File: config.mk
export PLATFORM = sky130hd
export DESIGN_NAME = bmp24_to_framebuffer_writer_core
export DESIGN_NICKNAME = d
export VERILOG_FILES = /design/src/design/bmpfb_pkg.sv /design/src/design/bmpfb_front.sv /design/src/design/bmpfb_queue.sv /design/src/design/bmpfb_back.sv /design/src/design/bmp24_to_framebuffer_writer_core.sv
export SDC_FILE = /design/constraint.sdc
export NUM_CORES = 1
export LEC_CHECK = 0
export ABC_AREA = 1
export BUFFER_PORTS_ARGS = -buffer_cell sky130_fd_sc_hd__buf_4
export CAP_MARGIN = 0
export CORE_ASPECT_RATIO = 1.25
export CORE_MARGIN = 10
export CORE_UTILIZATION = 30
export CTS_CLUSTER_SIZE = 24
export DETAILED_ROUTE_END_ITERATION = 10
export SETUP_SLACK_MARGIN = 0.4
export SYNTH_ARGS = -nofsm -noshare
export SYNTH_HDL_FRONTEND = slang
export SYNTH_SLANG_ARGS = --single-unit
File: constraint.sdc
create_clock -name clock -period 8.2 [get_ports clock]
set_input_delay 1.64 -clock clock [delete_from_list [all_inputs] [get_ports clock]]
set_output_delay 1.64 -clock clock [all_outputs]
set_load 0.005 [all_outputs]
File: src/design/bmpfb_pkg.sv
package bmpfb_pkg;

   // image limits and framebuffer size
   localparam int MAX_DIM  = 2048;
   localparam int FB_WORDS = 1048576;

   // bmp header layout
   localparam int HDR_BYTES = 54;
   localparam int W_OFS     = 18;
   localparam int H_OFS     = 22;
   // dimensions are settled once both header words are in
   localparam int DIM_AT    = H_OFS + 4;

   // field widths
   localparam int BYTE_W  = 8;
   localparam int PIX_W   = 3 * BYTE_W;
   localparam int HDR_W   = $clog2(HDR_BYTES + 1);
   localparam int DIM_W   = $clog2(MAX_DIM + 1);
   localparam int COL_W   = $clog2(MAX_DIM);
   localparam int SROW_W  = 11;
   localparam int SCOL_W  = 11;
   localparam int LW_W    = 12;
   localparam int FROW_W  = ((SROW_W > DIM_W) ? SROW_W : DIM_W) + 1;
   localparam int PROD_W  = FROW_W + LW_W;
   localparam int ADDR_W  = PROD_W + 1;
   localparam int FBA_W   = 20;
   localparam int CSR_IDX_W  = 2;
   localparam int CSR_DATA_W = 12;

   // register indexes
   localparam logic [CSR_IDX_W-1:0] CSR_TOP_ROW    = 2'd0;
   localparam logic [CSR_IDX_W-1:0] CSR_LEFT_COL   = 2'd1;
   localparam logic [CSR_IDX_W-1:0] CSR_LINE_WIDTH = 2'd2;

   localparam logic [LW_W-1:0] LINE_WIDTH_RST = 12'd640;

   // queue between front and back
   localparam int QUEUE_DEPTH = 4;
   localparam int QPTR_W      = $clog2(QUEUE_DEPTH);
   localparam int QCNT_W      = $clog2(QUEUE_DEPTH + 1);

   typedef struct packed {
      logic [SROW_W-1:0] top_row;
      logic [SCOL_W-1:0] left_col;
      logic [LW_W-1:0]   line_width;
   } bmpfb_cfg_type;

   // one unit of work for the back end
   typedef struct packed {
      logic              has_pixel;
      logic              new_row;
      logic [FROW_W-1:0] frame_row;
      logic [LW_W-1:0]   line_width;
      logic [SCOL_W-1:0] left_col;
      logic [COL_W-1:0]  column;
      logic [PIX_W-1:0]  pixel;
      logic              last;
   } bmpfb_entry_type;

   // entry after the multiplier stage
   typedef struct packed {
      logic              has_pixel;
      logic              new_row;
      logic [SCOL_W-1:0] left_col;
      logic [COL_W-1:0]  column;
      logic [PIX_W-1:0]  pixel;
      logic              last;
   } bmpfb_stage_type;

endpackage

File: src/design/bmpfb_front.sv
module bmpfb_front import bmpfb_pkg::*; (
   input  logic                  clock,
   input  logic                  reset,
   input  logic                  req_valid,
   input  logic [BYTE_W-1:0]     req_data_byte,
   input  logic                  req_start_of_file,
   input  logic                  queue_full,
   input  bmpfb_cfg_type         cfg,
   output logic                  push,
   output bmpfb_entry_type       push_entry
);

   logic                accept;
   logic                active_ff, active_in;
   logic [HDR_W-1:0]    hdr_cnt_ff, hdr_cnt_in;
   logic [31:0]         raw_w_ff, raw_w_in;
   logic [31:0]         raw_h_ff, raw_h_in;
   logic [DIM_W-1:0]    img_w_ff, img_w_in;
   logic [DIM_W-1:0]    img_h_ff, img_h_in;
   logic [COL_W-1:0]    col_ff, col_in;
   logic [COL_W-1:0]    frow_ff, frow_in;
   logic [1:0]          phase_ff, phase_in;
   logic [1:0]          pad_ff, pad_in;
   logic [BYTE_W-1:0]   blue_ff, blue_in;
   logic [BYTE_W-1:0]   green_ff, green_in;

   // working copies after a possible restart
   logic                act;
   logic [HDR_W-1:0]    hc;
   logic [COL_W-1:0]    col;
   logic [COL_W-1:0]    frow;
   logic [1:0]          ph;
   logic [1:0]          pad;
   logic [1:0]          sel;
   logic [31:0]         h_abs;
   logic                row_end;
   logic                img_last;

   assign accept = req_valid && !queue_full;

   // byte classification and counters
   always_comb begin
      active_in  = active_ff;
      hdr_cnt_in = hdr_cnt_ff;
      raw_w_in   = raw_w_ff;
      raw_h_in   = raw_h_ff;
      img_w_in   = img_w_ff;
      img_h_in   = img_h_ff;
      col_in     = col_ff;
      frow_in    = frow_ff;
      phase_in   = phase_ff;
      pad_in     = pad_ff;
      blue_in    = blue_ff;
      green_in   = green_ff;
      push       = 1'b0;
      push_entry = '0;
      act        = active_ff;
      hc         = hdr_cnt_ff;
      col        = col_ff;
      frow       = frow_ff;
      ph         = phase_ff;
      pad        = pad_ff;
      sel        = '0;
      h_abs      = raw_h_ff[31] ? (~raw_h_ff + 32'd1) : raw_h_ff;
      row_end    = ({1'b0, col_ff} == (img_w_ff - DIM_W'(1)));
      img_last   = 1'b0;

      if (accept) begin
         // start of file aborts any image in progress
         if (req_start_of_file) begin
            act  = 1'b1;
            hc   = '0;
            col  = '0;
            frow = '0;
            ph   = '0;
            pad  = '0;
         end
         active_in  = act;
         hdr_cnt_in = hc;
         col_in     = col;
         frow_in    = frow;
         phase_in   = ph;
         pad_in     = pad;
         row_end    = ({1'b0, col} == (img_w_ff - DIM_W'(1)));
         img_last   = row_end && ({1'b0, frow} == (img_h_ff - DIM_W'(1)));

         if (act) begin
            if (hc < HDR_W'(HDR_BYTES)) begin
               // header: capture width and height words
               if (hc >= HDR_W'(W_OFS) && hc < HDR_W'(W_OFS + 4)) begin
                  sel = 2'(hc - HDR_W'(W_OFS));
                  raw_w_in[8*sel +: 8] = req_data_byte;
               end else if (hc >= HDR_W'(H_OFS) && hc < HDR_W'(H_OFS + 4)) begin
                  sel = 2'(hc - HDR_W'(H_OFS));
                  raw_h_in[8*sel +: 8] = req_data_byte;
               end
               // settle dimensions: negative width is empty, height by magnitude
               if (hc == HDR_W'(DIM_AT)) begin
                  if (raw_w_ff[31]) begin
                     img_w_in = '0;
                  end else if (raw_w_ff > 32'(MAX_DIM)) begin
                     img_w_in = DIM_W'(MAX_DIM);
                  end else begin
                     img_w_in = raw_w_ff[DIM_W-1:0];
                  end
                  img_h_in = (h_abs > 32'(MAX_DIM)) ? DIM_W'(MAX_DIM) : h_abs[DIM_W-1:0];
               end
               // last header byte: empty image ends here, else first row base
               if (hc == HDR_W'(HDR_BYTES - 1)) begin
                  if (img_w_ff == '0 || img_h_ff == '0) begin
                     active_in = 1'b0;
                  end else begin
                     push                  = 1'b1;
                     push_entry.new_row    = 1'b1;
                     push_entry.frame_row  = FROW_W'(cfg.top_row) + FROW_W'(img_h_ff)
                                             - FROW_W'(1);
                     push_entry.line_width = cfg.line_width;
                     push_entry.left_col   = cfg.left_col;
                  end
               end
               hdr_cnt_in = hc + HDR_W'(1);
            end else if (pad != 2'd0) begin
               // row padding
               pad_in = pad - 2'd1;
            end else begin
               // pixel bytes blue, green, red
               unique case (ph)
                  2'd0: begin
                     blue_in  = req_data_byte;
                     phase_in = 2'd1;
                  end
                  2'd1: begin
                     green_in = req_data_byte;
                     phase_in = 2'd2;
                  end
                  default: begin
                     phase_in              = 2'd0;
                     push                  = 1'b1;
                     push_entry.has_pixel  = 1'b1;
                     push_entry.column     = col;
                     push_entry.pixel      = {blue_ff, green_ff, req_data_byte};
                     push_entry.last       = img_last;
                     push_entry.line_width = cfg.line_width;
                     push_entry.left_col   = cfg.left_col;
                     if (img_last) begin
                        active_in = 1'b0;
                     end else if (row_end) begin
                        col_in               = '0;
                        frow_in              = frow + COL_W'(1);
                        pad_in               = img_w_ff[1:0];
                        push_entry.new_row   = 1'b1;
                        push_entry.frame_row = FROW_W'(cfg.top_row) + FROW_W'(img_h_ff)
                                               - FROW_W'(frow) - FROW_W'(2);
                     end else begin
                        col_in = col + COL_W'(1);
                     end
                  end
               endcase
            end
         end
      end
   end

   // control state
   always_ff @(posedge clock) begin
      if (reset) begin
         active_ff  <= 1'b0;
         hdr_cnt_ff <= '0;
         img_w_ff   <= '0;
         img_h_ff   <= '0;
         col_ff     <= '0;
         frow_ff    <= '0;
         phase_ff   <= '0;
         pad_ff     <= '0;
         raw_w_ff   <= '0;
         raw_h_ff   <= '0;
      end else begin
         active_ff  <= active_in;
         hdr_cnt_ff <= hdr_cnt_in;
         img_w_ff   <= img_w_in;
         img_h_ff   <= img_h_in;
         col_ff     <= col_in;
         frow_ff    <= frow_in;
         phase_ff   <= phase_in;
         pad_ff     <= pad_in;
         raw_w_ff   <= raw_w_in;
         raw_h_ff   <= raw_h_in;
      end
   end

   // colour holding
   always_ff @(posedge clock) begin
      blue_ff  <= blue_in;
      green_ff <= green_in;
   end

   // final pixel closes the image
   assert property (@(posedge clock) disable iff (reset)
      push && push_entry.last |=> !active_ff)
      else $error("image still active after its last pixel");

endmodule

File: src/design/bmpfb_queue.sv
module bmpfb_queue import bmpfb_pkg::*; (
   input  logic             clock,
   input  logic             reset,
   input  logic             push,
   input  bmpfb_entry_type  push_entry,
   input  logic             pop,
   output bmpfb_entry_type  pop_entry,
   output logic             full,
   output logic             empty
);

   bmpfb_entry_type     slot_ff [QUEUE_DEPTH];
   logic [QPTR_W-1:0]   wr_ptr_ff, wr_ptr_in;
   logic [QPTR_W-1:0]   rd_ptr_ff, rd_ptr_in;
   logic [QCNT_W-1:0]   count_ff, count_in;

   assign full      = (count_ff == QCNT_W'(QUEUE_DEPTH));
   assign empty     = (count_ff == '0);
   assign pop_entry = slot_ff[rd_ptr_ff];

   // pointer and fill count
   always_comb begin
      wr_ptr_in = push ? wr_ptr_ff + QPTR_W'(1) : wr_ptr_ff;
      rd_ptr_in = pop  ? rd_ptr_ff + QPTR_W'(1) : rd_ptr_ff;
      count_in  = count_ff + QCNT_W'(push) - QCNT_W'(pop);
   end

   always_ff @(posedge clock) begin
      if (reset) begin
         wr_ptr_ff <= '0;
         rd_ptr_ff <= '0;
         count_ff  <= '0;
      end else begin
         wr_ptr_ff <= wr_ptr_in;
         rd_ptr_ff <= rd_ptr_in;
         count_ff  <= count_in;
      end
   end

   // entry storage
   always_ff @(posedge clock) begin
      if (push) begin
         slot_ff[wr_ptr_ff] <= push_entry;
      end
   end

   assert property (@(posedge clock) disable iff (reset) push |-> !full)
      else $error("push into full queue");

   assert property (@(posedge clock) disable iff (reset) pop |-> !empty)
      else $error("pop from empty queue");

endmodule

File: src/design/bmpfb_back.sv
module bmpfb_back import bmpfb_pkg::*; (
   input  logic               clock,
   input  logic               reset,
   input  bmpfb_entry_type    head,
   input  logic               head_valid,
   output logic               pop,
   output logic               rsp_valid,
   input  logic               rsp_stall,
   output logic [FBA_W-1:0]   rsp_fb_address,
   output logic [PIX_W-1:0]   rsp_pixel_value,
   output logic               rsp_outside,
   output logic               rsp_last_pixel
);

   logic                s1_valid_ff, s1_valid_in;
   bmpfb_stage_type     s1_ff;
   logic [PROD_W-1:0]   prod_ff;
   logic [ADDR_W-1:0]   row_addr_ff, row_addr_in;
   logic                out_valid_ff, out_valid_in;
   logic [FBA_W-1:0]    out_addr_ff;
   logic [PIX_W-1:0]    out_pixel_ff;
   logic                out_outside_ff;
   logic                out_last_ff;
   logic                out_free;
   logic                s1_go;
   logic                s1_ready;
   logic [ADDR_W-1:0]   pix_addr;

   // stage handshakes: row-only entries need no output slot
   assign out_free = !out_valid_ff || !rsp_stall;
   assign s1_go    = s1_valid_ff && (!s1_ff.has_pixel || out_free);
   assign s1_ready = !s1_valid_ff || s1_go;
   assign pop      = head_valid && s1_ready;

   // address of this pixel and next row base
   assign pix_addr = row_addr_ff + ADDR_W'(s1_ff.column);

   always_comb begin
      s1_valid_in  = s1_ready ? pop : s1_valid_ff;
      row_addr_in  = (s1_go && s1_ff.new_row) ?
                     ADDR_W'(prod_ff) + ADDR_W'(s1_ff.left_col) : row_addr_ff;
      if (s1_go && s1_ff.has_pixel) begin
         out_valid_in = 1'b1;
      end else if (!rsp_stall) begin
         out_valid_in = 1'b0;
      end else begin
         out_valid_in = out_valid_ff;
      end
   end

   always_ff @(posedge clock) begin
      if (reset) begin
         s1_valid_ff  <= 1'b0;
         out_valid_ff <= 1'b0;
      end else begin
         s1_valid_ff  <= s1_valid_in;
         out_valid_ff <= out_valid_in;
      end
   end

   // multiplier stage: framebuffer row times stride
   always_ff @(posedge clock) begin
      if (pop) begin
         s1_ff.has_pixel <= head.has_pixel;
         s1_ff.new_row   <= head.new_row;
         s1_ff.left_col  <= head.left_col;
         s1_ff.column    <= head.column;
         s1_ff.pixel     <= head.pixel;
         s1_ff.last      <= head.last;
         prod_ff         <= PROD_W'(head.frame_row) * PROD_W'(head.line_width);
      end
   end

   // row base and output register
   always_ff @(posedge clock) begin
      row_addr_ff <= row_addr_in;
      if (s1_go && s1_ff.has_pixel) begin
         out_addr_ff    <= pix_addr[FBA_W-1:0];
         out_pixel_ff   <= s1_ff.pixel;
         out_outside_ff <= (pix_addr >= ADDR_W'(FB_WORDS));
         out_last_ff    <= s1_ff.last;
      end
   end

   assign rsp_valid       = out_valid_ff;
   assign rsp_fb_address  = out_addr_ff;
   assign rsp_pixel_value = out_pixel_ff;
   assign rsp_outside     = out_outside_ff;
   assign rsp_last_pixel  = out_last_ff;

   assert property (@(posedge clock) disable iff (reset)
      $rose(out_valid_ff) |-> $past(s1_go && s1_ff.has_pixel))
      else $error("result raised without a pixel leaving the multiplier stage");

   assert property (@(posedge clock) disable iff (reset)
      s1_valid_ff && s1_ff.has_pixel && !out_free |=> s1_valid_ff && $stable(s1_ff))
      else $error("pixel entry lost while output held");

endmodule

File: src/design/bmp24_to_framebuffer_writer_core.sv
// 24-bit bmp stream to framebuffer writes, one file byte per cycle while req_stall is low
// a pixel write passes the queue, the multiplier stage and the output register before rsp
// a four-entry queue lets bytes flow while a write is stalled
// the row base uses one 13x12 multiplier stage, needed at most once every three bytes
// reset: synchronous, clears counters and queue, idles until start_of_file; line_width 640
module bmp24_to_framebuffer_writer_core import bmpfb_pkg::*; (
   input  logic                   clock,
   input  logic                   reset,
   input  logic                   req_valid,
   output logic                   req_stall,
   input  logic [BYTE_W-1:0]      req_data_byte,
   input  logic                   req_start_of_file,
   output logic                   rsp_valid,
   input  logic                   rsp_stall,
   output logic [FBA_W-1:0]       rsp_fb_address,
   output logic [PIX_W-1:0]       rsp_pixel_value,
   output logic                   rsp_outside,
   output logic                   rsp_last_pixel,
   input  logic                   csr_valid,
   output logic                   csr_ready,
   input  logic [CSR_IDX_W-1:0]   csr_index,
   input  logic [CSR_DATA_W-1:0]  csr_data
);

   bmpfb_cfg_type     cfg_ff, cfg_in;
   logic              push;
   bmpfb_entry_type   push_entry;
   logic              pop;
   bmpfb_entry_type   head;
   logic              queue_full;
   logic              queue_empty;

   assign csr_ready = 1'b1;
   assign req_stall = queue_full;

   // configuration registers
   always_comb begin
      cfg_in = cfg_ff;
      if (csr_valid && csr_ready) begin
         unique case (csr_index)
            CSR_TOP_ROW:    cfg_in.top_row    = csr_data[SROW_W-1:0];
            CSR_LEFT_COL:   cfg_in.left_col   = csr_data[SCOL_W-1:0];
            CSR_LINE_WIDTH: cfg_in.line_width = csr_data[LW_W-1:0];
            default:        cfg_in = cfg_ff;
         endcase
      end
   end

   always_ff @(posedge clock) begin
      if (reset) begin
         cfg_ff.top_row    <= '0;
         cfg_ff.left_col   <= '0;
         cfg_ff.line_width <= LINE_WIDTH_RST;
      end else begin
         cfg_ff <= cfg_in;
      end
   end

   bmpfb_front u_front (
      .clock             (clock),
      .reset             (reset),
      .req_valid         (req_valid),
      .req_data_byte     (req_data_byte),
      .req_start_of_file (req_start_of_file),
      .queue_full        (queue_full),
      .cfg               (cfg_ff),
      .push              (push),
      .push_entry        (push_entry)
   );

   bmpfb_queue u_queue (
      .clock      (clock),
      .reset      (reset),
      .push       (push),
      .push_entry (push_entry),
      .pop        (pop),
      .pop_entry  (head),
      .full       (queue_full),
      .empty      (queue_empty)
   );

   bmpfb_back u_back (
      .clock           (clock),
      .reset           (reset),
      .head            (head),
      .head_valid      (!queue_empty),
      .pop             (pop),
      .rsp_valid       (rsp_valid),
      .rsp_stall       (rsp_stall),
      .rsp_fb_address  (rsp_fb_address),
      .rsp_pixel_value (rsp_pixel_value),
      .rsp_outside     (rsp_outside),
      .rsp_last_pixel  (rsp_last_pixel)
   );

endmodule

==> flow_summary.ini <==
[status]
status = finished, final reports clean

[yosys]
syn_avg_cell_area_um2 = 9.27
synth_top_cell_by_area = edfxtp_1
syn-num-nets = 3913
async_flop_share = 0
synth_top_family_by_area = simple AND/OR/NAND/NOR gates
synth-simple-area-share = 0.169
synth.mux.area_fraction = 0
synth_compound_area_frac = 0.101
ys_seq_area_frac = 0.507
synth_common_cells = nand2_1, inv_1, nor2_1
syn_inst = 3632
yosysTopAreaCellShare = 0.409
synth-xor-area-share = 0.0307
synth_most_common_cell = nand2_1
synth_cell_types = 50
synthesis.area_um2 = 33700
synth_ff_type = edfxtp_1
synthTopCellsByArea = edfxtp_1, dfxtp_1, nand2_1
synth_edf_count = 458
ys_ff_latch = 624
yosys_warnings = 0
yosys.area_share.adder = 0.120

[clock_tree]
postCtsHoldBufs = 0
cts_tree = built
clock_sinks = 624
cts_setup_buffers = 0
post_cts_resized = 0
root_buffer = clkbuf_16
clockBufferDepth = 3
numCtsBuffers = 68
htreeDepth = 3
clk_pin_slew_ps = 60
clock_latency_ps = 620

[sta]
hold_slack_ps = 418
finalSetupTns_ps = 0
min_period_over_period = 0.825
slew_viol_final = 0
setup_viol = 0
worst_pin_slew_ps = 1080
finalHoldViolCount = 0
min_period_ps = 6760
rsz0062_at_grt = no
fin_skew_ps = 23.6
max_freq_ghz = 0.148
timing.final.ws_setup_ps = 1440
slew_headroom = 0.283

[power_and_ir_drop]
p_comb_frac = 0.363
peakVddDrop_mv = 0.195
power.leakage_nw = 15.7
p_switching_mw = 4.10
power.internal_mw = 7.19
p_clk_frac = 0.273
p_seq_frac = 0.364
swShare = 0.363
powerDensity_nw_per_um2 = 295

[worst_hold_path]
hold_path_class = reg2reg
min_from = u_back.s1_ff[6]

[drt]
vias = 24742
dr.pass1.iters = 7
ant_nets = 0
via_per_inst = 4.73
avgRoutedWirePerCell_um = 16.0
drtIter0Drc = 1638
drt_wl_total_mm = 83.5
drc = 0

[setup_path]
end_kind = flop
required_ps = 8550
cp_slowest_cell = a32oi_1
critical_path.max_stage_delay_ps = 750
cp.arrival_ps = 7110
cp-start-kind = flop
rrSetupSlack_ps = 1440
crit_chain = inv_4 -> nand2_1 -> a32oi_1 -> nand2_1 -> fa_1 -> fa_1 -> fa_1 -> inv_1 -> fa_1 -> inv_1 -> fa_1 -> inv_1 -> ha_1 -> nand2_1 -> o21ai_0 -> a21oi_1 -> o21ai_0 -> inv_1 -> o21ai_0 -> nand3_1 -> nand2_1 -> nand3_1 -> nand2_1 -> xor2_1
worst-path-buf-inv = 5
worstSetupPathType = reg2reg
critPathMaxFanout = 63
cpLargestDelayFamily = adder cells

[final_layout]
drive_above_1_share = 0.0780
fin_nets = 3996
syn_to_final_growth_pct = 13.9
n_antenna_cell = 0

[floorplanning]
ioPinCount = 77
dieArea_um2 = 126000
die_w_um = 320
dieHeight_um = 395
rows = 137
start_util = 0.302
coreArea_um2 = 112000

[global_routing]
grt-ovfl-total = 0
antenna_found_initial = 3
grtUsageTotal = 0.130
grt_pass1_vias = 24166
grt_pass1_wl_mm = 133
grt_max_degree = 87

[placement]
detailed_place_hpwl_mm = 60.6
gp_congestion = 0.904
dp_slack_ps = 1520
io_buffers = 75

[run]
drv_cap = 0
## per-stage QoR
step	instances	power (mW)	util	cell area, µm²
CTS	5227	11.4	0.343	38300
global placement	5104	8.26	0.323	36100
detailed placement	5104	8.32	0.323	36100
floorplan	3632	7.09	-	33700
global route	5227	12.1	0.343	38300
finish	5227	11.3	0.343	38300
## flip-flops by register name, summed over array words and instances, names as in the netlist, 12 cells and up, named ones only
signal / cells
cfg_ff: 34
u_back.prod_ff: 25
u_back.row_addr_ff: 26
u_back.rsp_fb_address: 20
u_back.rsp_pixel_value: 24
u_back.s1_ff: 49
u_front.img_h_ff: 12
u_front.img_w_ff: 12
u_front.raw_h_ff: 32
u_front.raw_w_ff: 32
u_queue.slot_ff: 296
## cell type report
| class | count | area [µm²] |
|---|---|---|
| sequential | 624 | 17100 |
| clock inverter | 39 | 385 |
| multi-input combinational | 2381 | 14200 |
| tap | 1459 | 1830 |
| inverter | 510 | 1920 |
| timing repair buffer | 130 | 1040 |
| clock buffer | 84 | 1870 |
| fill | 11253 | 73300 |
## cells by family (layout without fill, tap and decap cells)
| family | count (synthesis) | after routing |
|---|---|---|
| xor gates and xnor gates | 118 | 118 |
| AOI/OAI and AO/OA | 626 | 626 |
| and+or+nand+nor | 1383 | 1383 |
| buffers and inverters | 627 | 763 |
| adders and majority gates | 253 | 253 |
| DFF | 624 | 624 |
| other | 1 | 1 |
## per-layer routing
layer	share of wire	vias up	GRT usage
met5	0	-	0
met4	0.025	0	0.0429
met3	0.051	136	0.0201
met2	0.48	594	0.219
met1	0.45	11797	0.169
li1	-	12215	-
## layout by cell type, fill, tap and decap left out, types with 32 or more instances in the layout
master and n:
nand2_1 654, inv_1 493, nor2_1 465, edfxtp_1 458
o21ai_0 254, a21oi_1 238, dfxtp_1 165, ha_1 138
nand3_1 129, buf_4 125, fa_1 115, xor2_1 77
clkbuf_16 70, o22ai_1 52, xnor2_1 41, nor3_1 35
nand4_1 32
## power by group through the flow
stage / clock (mW) / combinational [mW] / sequential [mW]
detailed placement: 0 / 4.13 / 4.19
global placement: 0 / 4.08 / 4.18
floorplan: 0 / 2.96 / 4.13
global route: 3.27 / 4.73 / 4.15
CTS: 3.15 / 4.16 / 4.12
finish: 3.08 / 4.10 / 4.11
## final timing paths
check / end / depth (start not counted)
worst min register to register: u_back.rsp_pixel_value[5] / 0
worst max-delay path: u_back.prod_ff[19] / 24
worst min-delay path: u_back.rsp_pixel_value[5] / 0
worst max register to register: u_back.prod_ff[19] / 24
Note: power is estimated with default switching activity, not from simulation.
